$ cat src/rtl/bis_pkg.sv
// ---------------------------------------------------------------------------
// bis_pkg
// Shared sizes, codes, record types and helpers of the bilinear sampler.
// ---------------------------------------------------------------------------
package bis_pkg;

	// Store geometry and number formats
	localparam int MAX_WIDTH  = 256;
	localparam int MAX_HEIGHT = 256;
	localparam int PIXEL_BITS = 16;
	localparam int FRAC_BITS  = 8;

	// Fixed field widths of the streams
	localparam int COORD_BITS   = 18;
	localparam int ROW_IN_BITS  = 8;
	localparam int COL_IN_BITS  = 8;
	localparam int VAL_IN_BITS  = 16;
	localparam int OUT_BITS     = 16;
	localparam int REG_BITS     = 9;
	localparam int CFG_IDX_BITS = 2;
	localparam int REG_RESET    = 256;

	// Packed stream words, padded to whole bytes
	localparam int IN_USED_BITS  = ROW_IN_BITS + COL_IN_BITS + VAL_IN_BITS + 2 * COORD_BITS;
	localparam int IN_DATA_BITS  = ((IN_USED_BITS + 7) / 8) * 8;
	localparam int OUT_DATA_BITS = ((OUT_BITS + 7) / 8) * 8;

	// Index widths
	localparam int XW = $clog2(MAX_WIDTH);
	localparam int YW = $clog2(MAX_HEIGHT);

	// Four banks split by row and column parity; each holds one quarter of the image
	localparam int HALF_W     = (MAX_WIDTH + 1) / 2;
	localparam int HALF_H     = (MAX_HEIGHT + 1) / 2;
	localparam int BANK_DEPTH = HALF_W * HALF_H;
	localparam int BANK_AW    = (BANK_DEPTH > 1) ? $clog2(BANK_DEPTH) : 1;
	localparam int NUM_BANKS  = 4;

	// Comparison width: holds a dimension shifted up by the fraction bits
	localparam int INT_BITS = COORD_BITS - FRAC_BITS;
	localparam int CMP_BITS = ((REG_BITS > INT_BITS) ? REG_BITS : INT_BITS) + FRAC_BITS + 1;

	// Blend widths
	localparam int WT_BITS  = FRAC_BITS + 1;
	localparam int ROW_BITS = PIXEL_BITS + FRAC_BITS;
	localparam int LO_BITS  = 2 * FRAC_BITS + 1;
	localparam int SUM_BITS = PIXEL_BITS + FRAC_BITS + 1;
	localparam int RES_BITS = PIXEL_BITS + 1;
	localparam int SAT_BITS = (RES_BITS > OUT_BITS + 1) ? RES_BITS : OUT_BITS + 1;

	localparam logic [WT_BITS-1:0] SCALE      = {1'b1, {FRAC_BITS{1'b0}}};
	localparam logic [LO_BITS-1:0] ROUND_HALF = {2'b01, {(2 * FRAC_BITS - 1){1'b0}}};
	localparam logic [OUT_BITS-1:0] OUT_MAX   = '1;

	typedef enum logic {
		REQ_WRITE  = 1'b0,
		REQ_SAMPLE = 1'b1
	} req_kind_t;

	typedef enum logic [CFG_IDX_BITS-1:0] {
		REG_IMAGE_WIDTH  = CFG_IDX_BITS'(0),
		REG_IMAGE_HEIGHT = CFG_IDX_BITS'(1)
	} cfg_reg_t;

	// Decoded request, as held in stage 1
	typedef struct packed {
		logic                  is_sample;
		logic                  oor;
		logic                  wr_ok;
		logic [FRAC_BITS-1:0]  fx;
		logic [FRAC_BITS-1:0]  fy;
		logic [XW-1:0]         x1;
		logic [XW-1:0]         x2;
		logic [YW-1:0]         y1;
		logic [YW-1:0]         y2;
		logic [YW-1:0]         wr_row;
		logic [XW-1:0]         wr_col;
		logic [PIXEL_BITS-1:0] wr_val;
	} req_t;

	// The four neighbors, qCR: C column (1 = x1, 2 = x2), R row (1 = y1, 2 = y2)
	typedef struct packed {
		logic [PIXEL_BITS-1:0] q11;
		logic [PIXEL_BITS-1:0] q21;
		logic [PIXEL_BITS-1:0] q12;
		logic [PIXEL_BITS-1:0] q22;
	} quad_t;

	// Load enables of the arithmetic stages
	typedef struct packed {
		logic s3;
		logic s4;
		logic s5;
	} stage_en_t;

	// Address inside a parity bank
	function automatic logic [BANK_AW-1:0] bank_addr(input logic [YW-1:0] row,
			input logic [XW-1:0] col);
		logic [BANK_AW+YW+XW-1:0] full;
		full = (BANK_AW+YW+XW)'(row >> 1) * (BANK_AW+YW+XW)'(HALF_W)
			+ (BANK_AW+YW+XW)'(col >> 1);
		return full[BANK_AW-1:0];
	endfunction

endpackage

$ cat src/rtl/bis_blend.sv
// ---------------------------------------------------------------------------
// bis_blend
// Three-stage blend: row blends, column blend, round and saturate.
// ---------------------------------------------------------------------------
module bis_blend import bis_pkg::*; (
	input  logic                 clk,
	input  stage_en_t            en,
	input  quad_t                quad,
	input  logic [FRAC_BITS-1:0] fx,
	input  logic [FRAC_BITS-1:0] fy,
	input  logic                 oor,
	output logic [OUT_BITS-1:0]  sample_value,
	output logic                 out_of_range
);

	logic [WT_BITS-1:0]   wx0, wy0;
	logic [ROW_BITS-1:0]  r1_c, r2_c;
	logic [ROW_BITS-1:0]  r1_s3, r2_s3;
	logic [FRAC_BITS-1:0] fy_s3;
	logic                 oor_s3;

	logic [ROW_BITS-1:0]  hi_c, hi_s4;
	logic [LO_BITS-1:0]   lo_c, lo_s4;
	logic                 oor_s4;

	logic [SUM_BITS-1:0]  sum_c;
	logic [SAT_BITS-1:0]  res_c;
	logic [OUT_BITS-1:0]  sat_c;
	logic [OUT_BITS-1:0]  sample_value_s5;
	logic                 out_of_range_s5;

	// row blends at scale S
	assign wx0  = SCALE - WT_BITS'(fx);
	assign r1_c = ROW_BITS'(wx0) * ROW_BITS'(quad.q11) + ROW_BITS'(fx) * ROW_BITS'(quad.q21);
	assign r2_c = ROW_BITS'(wx0) * ROW_BITS'(quad.q12) + ROW_BITS'(fx) * ROW_BITS'(quad.q22);

	always_ff @(posedge clk) begin
		if (en.s3) begin
			r1_s3  <= r1_c;
			r2_s3  <= r2_c;
			fy_s3  <= fy;
			oor_s3 <= oor;
		end
	end

	// column blend, split into integer and fraction parts of the row blends
	assign wy0  = SCALE - WT_BITS'(fy_s3);
	assign hi_c = ROW_BITS'(wy0) * ROW_BITS'(r1_s3[ROW_BITS-1:FRAC_BITS])
		+ ROW_BITS'(fy_s3) * ROW_BITS'(r2_s3[ROW_BITS-1:FRAC_BITS]);
	assign lo_c = LO_BITS'(wy0) * LO_BITS'(r1_s3[FRAC_BITS-1:0])
		+ LO_BITS'(fy_s3) * LO_BITS'(r2_s3[FRAC_BITS-1:0]) + ROUND_HALF;

	always_ff @(posedge clk) begin
		if (en.s4) begin
			hi_s4  <= hi_c;
			lo_s4  <= lo_c;
			oor_s4 <= oor_s3;
		end
	end

	// single rounding at the end, half rounds up
	assign sum_c = SUM_BITS'(hi_s4) + SUM_BITS'(lo_s4 >> FRAC_BITS);
	assign res_c = SAT_BITS'(sum_c[SUM_BITS-1:FRAC_BITS]);
	assign sat_c = (res_c > SAT_BITS'(OUT_MAX)) ? OUT_MAX : OUT_BITS'(res_c);

	always_ff @(posedge clk) begin
		if (en.s5) begin
			sample_value_s5 <= oor_s4 ? '0 : sat_c;
			out_of_range_s5 <= oor_s4;
		end
	end

	assign sample_value = sample_value_s5;
	assign out_of_range = out_of_range_s5;

endmodule

$ cat config.mk
export PLATFORM = sky130hd
export DESIGN_NAME = bis_blend
export DESIGN_NICKNAME = d
export VERILOG_FILES = /design/src/rtl/bis_pkg.sv /design/src/rtl/bis_blend.sv
export SDC_FILE = /design/constraint.sdc
export NUM_CORES = 2
export LEC_CHECK = 0
export ABC_AREA = 1
export BUFFER_PORTS_ARGS = -buffer_cell sky130_fd_sc_hd__buf_2
export CORE_ASPECT_RATIO = 1.4
export CORE_UTILIZATION = 61
export CTS_BUF_LIST = sky130_fd_sc_hd__clkbuf_4 sky130_fd_sc_hd__clkbuf_8
export DETAILED_ROUTE_END_ITERATION = 12
export HOLD_SLACK_MARGIN = 0.05
export PLACE_DENSITY = 0.87
export RECOVER_POWER = 50
export SLEW_MARGIN = 20
export SYNTH_ARGS = -nofsm -noshare
export SYNTH_HDL_FRONTEND = slang
export SYNTH_SLANG_ARGS = --single-unit
$ cat constraint.sdc
create_clock -name clk -period 6.7 [get_ports clk]
set_input_delay 0.335 -clock clk [delete_from_list [all_inputs] [get_ports clk]]
set_output_delay 0.335 -clock clk [all_outputs]
set_load 0.02 [all_outputs]
==> impl_metrics.py <==
metrics = {
    "cts": {
        "cts_tree": "yes",
        "cts_sinks": 108,
        "cts_root_buffer": "clkbuf_8",
        "clk_latency_ns": 0.45,
        "clk_pin_slew_ns": 0.12,
        "numCtsBuffers": 9,
        "h-tree-depth": 3,
        "cts.path.max_buffers": 2,
    },
    "run_status": {
        "violations": "capacitance limit, slew limit",
        "status": "finished, violations left",
    },
    "global_routing": {
        "antenna_found_initial": 7,
        "grt_overflow": 0,
        "grt_first_pass_wirelength_um": 154000,
        "grt.total_usage_pct": 33.0,
        "grt_max_degree": 65,
        "grt_pass1_vias": 32000,
    },
    "yosys": {
        "syn-instance-count": 4544,
        "muxShareOfSynthArea_pct": 0,
        "synth.area.top_cells": "fa_1 (42%), inv_1 (15%), nand2_1 (11%)",
        "synth-xor-area-share_pct": 2.02,
        "synth_simple_gate_area_share_pct": 16.0,
        "synth_top_family_by_area": "adder cells",
        "synth_fa_ha_area_share_pct": 53.1,
        "syn_nets": 5700,
        "synth_area_sq_um": 36000,
        "yosysSeqAreaShare_pct": 9.00,
        "ys_types": 39,
        "ys_ff_latch": 108,
        "synth_top_area_share_pct": 42.5,
        "synth_compound_area_share_pct": 2.67,
        "synth_top_cell_by_area": "fa_1",
        "postSynthAreaPerCell_sq_um": 7.93,
        "yosys_warnings": 0,
    },
    "sta": {
        "max_freq_mhz": 154,
        "setup_violations": 0,
        "rsz0062_at_grt": "true",
        "drv_slew": 93,
        "post-route-min-period_ns": 6.49,
        "post-route-period-util_pct": 96.9,
        "worst_pin_slew_ns": 3.37,
        "worst_slack_ns": 0.209,
        "slew_headroom_pct": -125,
        "skew_ns": 0.0308,
        "hold_viol_final": 0,
    },
    "layout": {
        "fillers": 4698,
        "drive_gt1_share_pct": 4.83,
        "area_growth_pct": 4.71,
        "instances_no_fill": 5328,
        "final_area_sq_um": 37700,
        "final_core_util_pct": 64.6,
        "fin_nets": 5727,
        "final_common_cell": "inv_1",
        "final_cell_mix": "inv_1 (1458), nand2_1 (1060), fa_1 (765), ha_1 (301), nor2_1 (274)",
    },
    "worst_setup_path": {
        "crit_path_end_kind": "flop",
        "startpoint_type": "flop",
        "critPathArrivalTime_ns": 6.68,
        "worstPathMaxFanout": 8,
        "required_ns": 6.89,
        "path_class": "flop to flop",
    },
    "flow_run": {
        "max-cap-violations": 2,
    },
    "floorplan": {
        "ios": 102,
        "core_area_sq_um": 58500,
        "dieArea_sq_um": 60100,
        "die_height_um": 290,
        "rows": 105,
        "die_x_um": 207,
        "start_util_pct": 61.7,
    },
    "placement": {
        "port_buffers": 101,
        "dp_hpwl_um": 80500,
        "gp_congestion": 0.993,
        "dp_cells": 5302,
        "place_ws_ns": 0.0747,
        "placed_area_sq_um": 37400,
    },
    "route": {
        "wire_per_inst_um": 17.7,
        "viasPerCell": 5.38,
        "drt_wl_total_um": 94300,
        "first_pass_iters": 7,
        "ant_nets": 0,
        "drcViolationCount": 0,
        "initialDrtViolationCount": 1797,
        "route.vias.total": 28700,
    },
    "hold_path": {
        "hp-class": "input port to flop",
    },
}
## worst max-delay path, cell delays in order (launching register included)
cell and delay, ns:
edfxtp_1 0.44, inv_1 0.08, ha_1 0.17, nand2_2 0.08
nor2_4 0.11, inv_2 0.04, or2_1 0.25, o21ai_2 0.25
nand2_2 0.19, inv_4 0.17, nand2_1 0.10, fa_1 0.52
inv_1 0.05, fa_1 0.48, inv_1 0.05, fa_1 0.48
fa_1 0.58, fa_1 0.44, fa_1 0.49, inv_1 0.04
ha_1 0.34, a21oi_1 0.21, o21ai_0 0.17, nand2_1 0.08
nor3b_1 0.24, nand2_1 0.08, nand2_1 0.06, nand2_1 0.04
## synthesized netlist by cell type
library cell and number:
ha_1 306, edfxtp_1 108, nor3_1 21, nor4_1 2, o21bai_1 4, and3_1 3, clkbuf_2 36, clkbuf_1 90
inv_1 1460, nor2_4 1, buf_1 14, nor3b_1 1, a21boi_0 7, buf_6 2, xnor2_1 28, buf_4 3
a31oi_1 7, nand2_1 1063, nand4_1 18, nand3_1 75, nor2_1 279, nand2_2 2, o21a_1 1, xor2_1 55
o211ai_1 1, o2111ai_1 2, buf_2 11, nand3b_1 5, a21oi_1 91, inv_2 6, or2_2 5, clkinv_1 4
o21ai_0 56, a21o_1 8, or2_1 1, nor3_2 1, or3_1 1, a211oi_1 1, fa_1 765
## what timing repair did
item                                    4_1_cts  5_1_grt
hold endpoints to repair                      0        0
endpoints found under the setup margin        0       23
setup buffers                                 0        6
hold buffers                                  0        0
resized for setup                             0       39
## cell families after synthesis
group / count (synthesis)
flip-flops: 108
AO/OA/AOI/OAI: 178
XOR/XNOR: 83
adder cells (fa/ha/maj): 1071
buffers and inverters: 1626
AND/OR/NAND/NOR: 1478
## per-stage QoR
step                      TNS [ns]  hold slack [ns]
after global routing        -0.449           0.0811
after global placement           0            0.403
final                            0           0.0838
after detailed placement         0            0.422
after CTS                        0           0.0698
after floorplan                  0            0.400
## flip-flops by register name, indices dropped and copies added (netlist names)
signal        count
sample_value     16
oor_s4            1
fy_s3             8
oor_s3            1
r2_s3            24
lo_s4             9
r1_s3            24
out_of_range      1
hi_s4            24
## layer usage
metal	up-vias	global-route usage (%)	part of all wire, %
met3	513	4.57	7.1
met1	13900	33.1	32
met5	-	0	0.032
met4	6	27.9	9.3
li1	12900	-	-
met2	1378	61.1	51
## layout make-up
type | instances | area, sq um | area share (%)
Antenna cell | 4 | 10.0 | 0.0265
Clock buffer | 9 | 124 | 0.328
Clock inverter | 6 | 47.5 | 0.126
Inverter | 1470 | 5520 | 14.6
Multi-Input combinational cell | 2811 | 26800 | 70.9
Sequential cell | 108 | 3240 | 8.59
Tap cell | 749 | 937 | 2.48
Timing Repair Buffer | 171 | 1100 | 2.93
## final timing paths
path / start / to / slack (ns) / cells after the start
worst max-delay path: fy_s3[0] / lo_s4[16] / 0.21 / 27
worst min-delay path: fy[3] / fy_s3[3] / 0.08 / 1
worst max register to register: fy_s3[0] / lo_s4[16] / 0.21 / 27
worst min register to register: oor_s3 / oor_s4 / 0.43 / 0
Power is not shown: default switching activity piles up to over one toggle a cycle in this logic, so the estimate is an artifact.
