### src/rtl/bis_pkg.sv
// ---------------------------------------------------------------------------
// bis_pkg
// Shared sizes, codes, record types and helpers of the bilinear sampler.
// ---------------------------------------------------------------------------
package bis_pkg;

	// Store geometry and number formats
	localparam int MAX_WIDTH  = 256;
	localparam int MAX_HEIGHT = 256;
	localparam int PIXEL_BITS = 16;
	localparam int FRAC_BITS  = 8;

	// Fixed field widths of the streams
	localparam int COORD_BITS   = 18;
	localparam int ROW_IN_BITS  = 8;
	localparam int COL_IN_BITS  = 8;
	localparam int VAL_IN_BITS  = 16;
	localparam int OUT_BITS     = 16;
	localparam int REG_BITS     = 9;
	localparam int CFG_IDX_BITS = 2;
	localparam int REG_RESET    = 256;

	// Packed stream words, padded to whole bytes
	localparam int IN_USED_BITS  = ROW_IN_BITS + COL_IN_BITS + VAL_IN_BITS + 2 * COORD_BITS;
	localparam int IN_DATA_BITS  = ((IN_USED_BITS + 7) / 8) * 8;
	localparam int OUT_DATA_BITS = ((OUT_BITS + 7) / 8) * 8;

	// Index widths
	localparam int XW = $clog2(MAX_WIDTH);
	localparam int YW = $clog2(MAX_HEIGHT);

	// Four banks split by row and column parity; each holds one quarter of the image
	localparam int HALF_W     = (MAX_WIDTH + 1) / 2;
	localparam int HALF_H     = (MAX_HEIGHT + 1) / 2;
	localparam int BANK_DEPTH = HALF_W * HALF_H;
	localparam int BANK_AW    = (BANK_DEPTH > 1) ? $clog2(BANK_DEPTH) : 1;
	localparam int NUM_BANKS  = 4;

	// Comparison width: holds a dimension shifted up by the fraction bits
	localparam int INT_BITS = COORD_BITS - FRAC_BITS;
	localparam int CMP_BITS = ((REG_BITS > INT_BITS) ? REG_BITS : INT_BITS) + FRAC_BITS + 1;

	// Blend widths
	localparam int WT_BITS  = FRAC_BITS + 1;
	localparam int ROW_BITS = PIXEL_BITS + FRAC_BITS;
	localparam int LO_BITS  = 2 * FRAC_BITS + 1;
	localparam int SUM_BITS = PIXEL_BITS + FRAC_BITS + 1;
	localparam int RES_BITS = PIXEL_BITS + 1;
	localparam int SAT_BITS = (RES_BITS > OUT_BITS + 1) ? RES_BITS : OUT_BITS + 1;

	localparam logic [WT_BITS-1:0] SCALE      = {1'b1, {FRAC_BITS{1'b0}}};
	localparam logic [LO_BITS-1:0] ROUND_HALF = {2'b01, {(2 * FRAC_BITS - 1){1'b0}}};
	localparam logic [OUT_BITS-1:0] OUT_MAX   = '1;

	typedef enum logic {
		REQ_WRITE  = 1'b0,
		REQ_SAMPLE = 1'b1
	} req_kind_t;

	typedef enum logic [CFG_IDX_BITS-1:0] {
		REG_IMAGE_WIDTH  = CFG_IDX_BITS'(0),
		REG_IMAGE_HEIGHT = CFG_IDX_BITS'(1)
	} cfg_reg_t;

	// Decoded request, as held in stage 1
	typedef struct packed {
		logic                  is_sample;
		logic                  oor;
		logic                  wr_ok;
		logic [FRAC_BITS-1:0]  fx;
		logic [FRAC_BITS-1:0]  fy;
		logic [XW-1:0]         x1;
		logic [XW-1:0]         x2;
		logic [YW-1:0]         y1;
		logic [YW-1:0]         y2;
		logic [YW-1:0]         wr_row;
		logic [XW-1:0]         wr_col;
		logic [PIXEL_BITS-1:0] wr_val;
	} req_t;

	// The four neighbors, qCR: C column (1 = x1, 2 = x2), R row (1 = y1, 2 = y2)
	typedef struct packed {
		logic [PIXEL_BITS-1:0] q11;
		logic [PIXEL_BITS-1:0] q21;
		logic [PIXEL_BITS-1:0] q12;
		logic [PIXEL_BITS-1:0] q22;
	} quad_t;

	// Load enables of the arithmetic stages
	typedef struct packed {
		logic s3;
		logic s4;
		logic s5;
	} stage_en_t;

	// Address inside a parity bank
	function automatic logic [BANK_AW-1:0] bank_addr(input logic [YW-1:0] row,
			input logic [XW-1:0] col);
		logic [BANK_AW+YW+XW-1:0] full;
		full = (BANK_AW+YW+XW)'(row >> 1) * (BANK_AW+YW+XW)'(HALF_W)
			+ (BANK_AW+YW+XW)'(col >> 1);
		return full[BANK_AW-1:0];
	endfunction

endpackage

### src/rtl/bis_index.sv
// ---------------------------------------------------------------------------
// bis_index
// Request decode: range check, floor, neighbor clamp, write address check.
// ---------------------------------------------------------------------------
module bis_index import bis_pkg::*; (
	input  logic                   req_type,
	input  logic [ROW_IN_BITS-1:0] pixel_row,
	input  logic [COL_IN_BITS-1:0] pixel_col,
	input  logic [VAL_IN_BITS-1:0] pixel_value,
	input  logic [COORD_BITS-1:0]  coord_x,
	input  logic [COORD_BITS-1:0]  coord_y,
	input  logic [REG_BITS-1:0]    image_width,
	input  logic [REG_BITS-1:0]    image_height,
	output req_t                   req
);

	logic [CMP_BITS-1:0] w_eff, h_eff;
	logic [CMP_BITS-1:0] xs_u, ys_u;
	logic [CMP_BITS-1:0] x_int, y_int;
	logic                x_neg, y_neg;

	function automatic logic [CMP_BITS-1:0] clamp_idx(input logic [CMP_BITS-1:0] v,
			input logic [CMP_BITS-1:0] lim);
		logic [CMP_BITS-1:0] last;
		last = lim - CMP_BITS'(1);
		return (v > last) ? last : v;
	endfunction

	// oversized registers act as the store size
	assign w_eff = (CMP_BITS'(image_width) > CMP_BITS'(MAX_WIDTH)) ?
		CMP_BITS'(MAX_WIDTH) : CMP_BITS'(image_width);
	assign h_eff = (CMP_BITS'(image_height) > CMP_BITS'(MAX_HEIGHT)) ?
		CMP_BITS'(MAX_HEIGHT) : CMP_BITS'(image_height);

	assign x_neg = coord_x[COORD_BITS-1];
	assign y_neg = coord_y[COORD_BITS-1];
	assign xs_u  = CMP_BITS'(coord_x);
	assign ys_u  = CMP_BITS'(coord_y);
	assign x_int = xs_u >> FRAC_BITS;
	assign y_int = ys_u >> FRAC_BITS;

	always_comb begin
		req.is_sample = (req_type == REQ_SAMPLE);
		// a coordinate equal to the size is still inside
		req.oor = (w_eff == '0) || (h_eff == '0) || x_neg || y_neg
			|| (xs_u > (w_eff << FRAC_BITS)) || (ys_u > (h_eff << FRAC_BITS));
		req.fx = coord_x[FRAC_BITS-1:0];
		req.fy = coord_y[FRAC_BITS-1:0];
		req.x1 = XW'(clamp_idx(x_int, w_eff));
		req.x2 = XW'(clamp_idx(x_int + CMP_BITS'(1), w_eff));
		req.y1 = YW'(clamp_idx(y_int, h_eff));
		req.y2 = YW'(clamp_idx(y_int + CMP_BITS'(1), h_eff));
		req.wr_ok = (CMP_BITS'(pixel_row) < CMP_BITS'(MAX_HEIGHT))
			&& (CMP_BITS'(pixel_col) < CMP_BITS'(MAX_WIDTH));
		req.wr_row = YW'(pixel_row);
		req.wr_col = XW'(pixel_col);
		req.wr_val = PIXEL_BITS'(pixel_value);
	end

endmodule

### config.mk
export PLATFORM = sky130hd
export DESIGN_NAME = bis_index
export DESIGN_NICKNAME = d
export VERILOG_FILES = /design/src/rtl/bis_pkg.sv /design/src/rtl/bis_index.sv
export SDC_FILE = /design/constraint.sdc
export NUM_CORES = 1
export LEC_CHECK = 0
export BUFFER_PORTS_ARGS = -buffer_cell sky130_fd_sc_hd__buf_4
export CAP_MARGIN = 20
export CORE_ASPECT_RATIO = 0.75
export CORE_UTILIZATION = 48
export DETAILED_ROUTE_END_ITERATION = 16
export PLACE_DENSITY = 0.85
export SETUP_SLACK_MARGIN = 0.3
export SLEW_MARGIN = 10
export SYNTH_ARGS = -nofsm -noshare
export SYNTH_HDL_FRONTEND = slang
export SYNTH_SLANG_ARGS = --single-unit
### constraint.sdc
create_clock -name vclk -period 5.4
set_input_delay 0.81 -clock vclk [all_inputs]
set_output_delay 0.81 -clock vclk [all_outputs]
set_load 0.03 [all_outputs]
==> flow_metrics.tcl, run 1 <==
set metrics [dict create \
    final_cell_area_um2 3719 \
    worstPathMaxFanout 8 \
    ios 170 \
    tightestPinTransition_ps 648.0 \
    peakVddDrop_mv 0.07279 \
    totalWireLength_um 9649 \
    clkPwrFrac_pct 0 \
    critPathKind "input port to primary output" \
    overflow 0 \
    critPathArrivalTime_ps 4230 \
    seqPwrFrac_pct 0 \
    num-fill-cells 595 \
    setup-violations-final 0 \
    hold_buffers 0 \
    syn_to_final_growth_pct 17.80 \
    dieHeight_um 72.23 \
    powerDensity_nw_per_um2 124.9 \
    layout_commonest_cell "buf_4" \
    cp-end-kind "primary output" \
    place_hpwl_um 8303 \
    drc_errors 0 \
    dr.pass1.iters 4 \
    grt_pass1_wl_um 14860 \
    max-slew-margin-rel_pct 56.54 \
    via_per_inst 5.862 \
    fin_crit_ps 5036 \
    worstHoldPathType "input port to primary output" \
    gp_congestion 1.068 \
    period_share_pct 93.25 \
    via_count 3306 \
    multiInputGateArea_um2 2623 \
    p_comb_share_pct 100.0 \
    total_power_uw 464.5 \
    grt_antenna_before_repair 0 \
    ant_nets 0 \
    finalHoldViolCount 0 \
    startpoint_type "input port" \
    drt_iter0_drc 233 \
    intPower_uw 195.5 \
    grt_max_degree 11 \
    synth_area_leaders "ha_1 23%, buf_4 12%, mux2i_1 7.6%, xnor2_1 7.5%, inv_1 4.4%" \
    synth_cells 427 \
    drive_gt1_share_pct 28.36 \
    yosysTopAreaCell "ha_1" \
    wl_per_cell_um 17.11 \
    status "finished, final reports clean" \
    grt_usage_pct 27.08 \
    port_buffers 103 \
    grt_setup_unrepaired "false" \
    yosysSeqAreaShare_pct 0 \
    synth_area_um2 3157 \
    die_area_um2 6908 \
    synthesis.nets 572 \
    synth_cell_types 65 \
    yosysTopAreaCellShare_pct 22.99 \
    synth.avg_cell_area_um2 7.393 \
    nFlopsAndLatches 0 \
    drv_slew 0 \
    fp.coreArea_um2 6319 \
    power.leakage_uw 0.001840 \
    nNetsFinal 630 \
    p_sw_share_pct 57.91 \
    initial_core_util_pct 49.96 \
    fin_util_pct 58.85 \
    max_freq_mhz 198.6 \
    place_area_um2 3672 \
    mostFrequentLayoutCells "113 x buf_4, 58 x ha_1, 37 x inv_1, 33 x nand2_1" \
    p_sw_uw 269.0 \
    required_ps 4590 \
    synth_warnings 0 \
    die-width_um 95.64 \
    clock_buffers 0 \
    drv_cap 0 \
    rows 25 \
    seqCellArea_um2 0 \
    grt_pass1_vias 3089 \
    insertedDiodeCount 0 \
    fin_tns_setup_ps 0 \
]
metrics by stage:
| stage | setup WS [ps] | hold slack [ps] | std cells |
|---|---|---|---|
| global route | 284.0 | 1620 | 564 |
| detailed placement | 212.3 | 1620 | 562 |
| global placement | 305.3 | 1620 | 562 |
| finish | 364.2 | 1620 | 564 |
| CTS | 314.3 | 1620 | 562 |
| floorplan | 450.9 | 1752 | 427 |
metal layers:
metal | global-route usage (%) | vias up | routed length, um
met2 | 45.87 | 135 | 4445
met1 | 36.47 | 1541 | 4254
met5 | 0 | - | 0
met3 | 1.887 | 36 | 665
li1 | - | 1594 | -
met4 | 8.789 | 0 | 282
kinds of logic (layout without fill, tap and decap cells):
logic type / Yosys count / count (layout) / share of synthesized area (%)
XOR/XNOR: 34 / 34 / 9.433
AND/OR/NAND/NOR: 141 / 141 / 24.57
multiplexers: 27 / 27 / 8.918
AO/OA/AOI/OAI: 67 / 67 / 15.02
other: 1 / 1 / 0.1188
buffers and inverters: 96 / 152 / 17.92
adder cells (fa/ha/maj): 61 / 61 / 24.02
final timing paths:
path,from,endpoint,depth (start not counted)
max,image_width[6],req[62],16
min,pixel_value[11],req[11],0
layout make-up:
class | instances | share of cell area [%]
multi-input cells | 331 | 70.52
inverters | 39 | 3.937
repair buffers | 113 | 22.81
well taps | 81 | 2.725
power groups by stage:
stage | Combinational (uW) | Clock [uW] | Sequential [uW]
2_1_floorplan | 346 | 0 | 0
3_3_place_gp | 441 | 0 | 0
3_5_place_dp | 452 | 0 | 0
4_1_cts | 454 | 0 | 0
5_1_grt | 501 | 0 | 0
6_report | 464 | 0 | 0
worst max-delay path: stages:
cell     delay [ps]
buf_4           130
or4_4           540
or3_4           380
nand2_1         100
nand2_2          80
xnor2_2         170
ha_1            330
nor3_1           50
nor2_1           80
o41ai_1          80
maj3_2          310
maj3_2          310
a21oi_2         140
o21a_4          240
mux2_4          310
buf_4           170
timing repair:
item,4_1_cts,5_1_grt
gates resized for setup,1,4
pin swaps,0,4
buffers inserted,0,2
setup endpoints to repair,3,21
synthesized netlist by cell type, drive strengths merged (3+ instances only):
cell     n
mux2     3
nor4    11
or4      4
nor2b    4
xnor2   27
nand2   34
maj3     3
mux2i   24
ha      58
inv     39
and3     4
or3      3
buf     54
o21a     7
nand4    9
o21ai   12
a21oi   21
clkbuf   3
nand2b   4
o211ai   6
nor2    25
a221oi   3
nor3    13
nand4b   3
nand3   14
xor2     7
Power figures use the tool's default switching activity.
==> inputs of run 2 (changes only) <==
Settings changed: ABC_AREA from default to 1, CORE_UTILIZATION 48 to 50, PLACE_DENSITY 0.85 to 0.86.
==> run 2 against run 1 <==
Net effect: routed wire length grew 8.5%; total power is 13% higher; global-route usage up 0.64 points; critical endpoint unchanged.
==> flow_metrics.tcl, run 2 <==
set metrics [dict create \
    num-fill-cells 628 \
    post-cts-setup-buffers 0 \
    pre_cts_ws_ps 618.3 \
    wl_per_cell_um 14.50 \
    place_area_um2 3990 \
    mostFrequentLayoutCells "159 x nand2_1, 104 x buf_4, 70 x nand3_1, 62 x inv_1, 58 x ha_1" \
    synth_cell_types 46 \
    startpoint_type "input port" \
    via_per_inst 5.627 \
    nNetsFinal 785 \
    die_area_um2 7347 \
    fp.coreArea_um2 6799 \
    critPathKind "input port to primary output" \
    fin_tns_setup_ps 0 \
    synth_warnings 0 \
    status "finished, final reports clean" \
    yosysMostFrequentCell "nand2_1" \
    grt_setup_unrepaired "false" \
    drv_cap 0 \
    dieHeight_um 74.48 \
    initial_core_util_pct 51.51 \
    final_cell_area_um2 3990 \
    synth_area_um2 3502 \
    grt_pass1_vias 3511 \
    nFlopsAndLatches 0 \
    hold_buffers 0 \
    finalHoldViolCount 0 \
    critPathArrivalTime_ps 4040 \
    rows 26 \
    worstHoldPathType "input port to primary output" \
    max_freq_mhz 206.3 \
    clock_buffers 0 \
    layout_commonest_cell "nand2_1" \
    port_buffers 103 \
    total_power_uw 524.1 \
    grt_pass1_wl_um 16840 \
    hp-start "pixel_value[12]" \
    yosysTopAreaCellShare_pct 20.72 \
    overflow 0 \
    fin_crit_ps 4848 \
    drive_gt1_share_pct 24.76 \
    holdPathEnd "req[12]" \
    setup-violations-final 0 \
    worstPathMaxFanout 9 \
    place_hpwl_um 8934 \
    synth_area_leaders "ha_1 21%, nand2_1 17%, buf_4 11%, nand3_1 10%, inv_1 6.6%" \
    totalWireLength_um 10470 \
    synth_cells 587 \
    worstHoldPathCells 0 \
    multiInputGateArea_um2 2821 \
    die-width_um 98.64 \
    ant_nets 0 \
    period_share_pct 89.78 \
    power.leakage_uw 0.002255 \
    synthesis.nets 732 \
    yosysTopAreaCell "ha_1" \
    fin_ws_ps 551.9 \
    cp-end-kind "primary output" \
    grt_max_degree 10 \
    drc_errors 0 \
    powerDensity_nw_per_um2 131.3 \
    via_count 4063 \
    post_cts_resized 0 \
    yosysSeqAreaShare_pct 0 \
    ios 170 \
    gp_congestion 0.9846 \
    drt_iter0_drc 311 \
    required_ps 4590 \
    dr.pass1.iters 5 \
    synth.avg_cell_area_um2 5.966 \
    crit_start "image_width[3]" \
    peakVddDrop_mv 0.1095 \
    yosys-top-cells-count "159 x nand2_1, 70 x nand3_1, 62 x inv_1" \
    grt_usage_pct 27.72 \
    insertedDiodeCount 0 \
    seqCellArea_um2 0 \
    drv_slew 0 \
    grt_antenna_before_repair 0 \
    syn_to_final_growth_pct 13.93 \
]
==> run 2: cell count changes in the layout (fill, tap and decap cells not counted), moves of 5 or more <==
cell	delta
buf_4	-9
inv_1	+25
mux2i_1	-24
nand2_1	+126
nand2_2	+13
nand2_4	+7
nand3_1	+57
nand3_2	+5
nor2_1	+10
nor2_2	+5
o211ai_1	-6
xnor2_1	-22
xor2_1	+10
==> run 2: logic make-up after synthesis <==
logic type      share of synthesized area, %
compound gates                         8.897
simple gates                           45.62
fa+ha+maj                              20.72
xor+xnor                               5.216
other cells                           0.1071
buf+inv                                19.44
==> run 2: layout make-up <==
type | instances | share of cell area (%)
Timing Repair Buffer | 104 | 19.57
Multi-Input combinational cell | 460 | 70.71
Inverter | 74 | 7.087
Tap cell | 84 | 2.634
==> run 2: how the worst max path moves through the flow <==
stage | cells after the start | slack (ps) | endpoint
after floorplan | 18 | 1100 | req[61]
after detailed placement | 20 | 620 | req[61]
after global routing | 20 | 330 | req[57]
after CTS | 20 | 610 | req[61]
after global placement | 20 | 820 | req[61]
final | 20 | 550 | req[62]
==> run 2: through the flow <==
| step | instances | hold slack (ps) | util (%) |
|---|---|---|---|
| 2_1_floorplan | 587 | 1752 | - |
| 3_3_place_gp | 722 | 1620 | 58.69 |
| 3_5_place_dp | 722 | 1620 | 58.69 |
| 4_1_cts | 722 | 1620 | 58.69 |
| 5_1_grt | 722 | 1620 | 58.69 |
| 6_report | 722 | 1620 | 58.69 |
==> run 2: power by group <==
group          total, uW  switching, uW  internal (uW)
sequential             0              0              0
clock                  0              0              0
combinational        524            333            191
total                524            333            191
==> run 2: worst max-delay path, cell delays in order <==
cell and delay, ps:
buf_4 130, nor2_1 110, nand2_1 70, o21ai_2 190
nand2_2 180, ha_1 280, or2_2 300, nand2_1 120
inv_1 80, ha_1 300, nand2_1 70, or4_1 460
nor3_1 200, nand3_1 110, nand2_1 90, inv_2 110
nand2_4 130, nand2_1 70, nand2_1 70, buf_4 150
==> run 2: per-layer routing <==
| layer | share of wire [%] | vias up | track usage [%] |
|---|---|---|---|
| li1 | - | 1978 | - |
| met1 | 44 | 1814 | 38.29 |
| met2 | 45 | 239 | 47.65 |
| met3 | 10 | 32 | 2.444 |
| met4 | 1.4 | 0 | 5.804 |
| met5 | 0 | - | 0 |
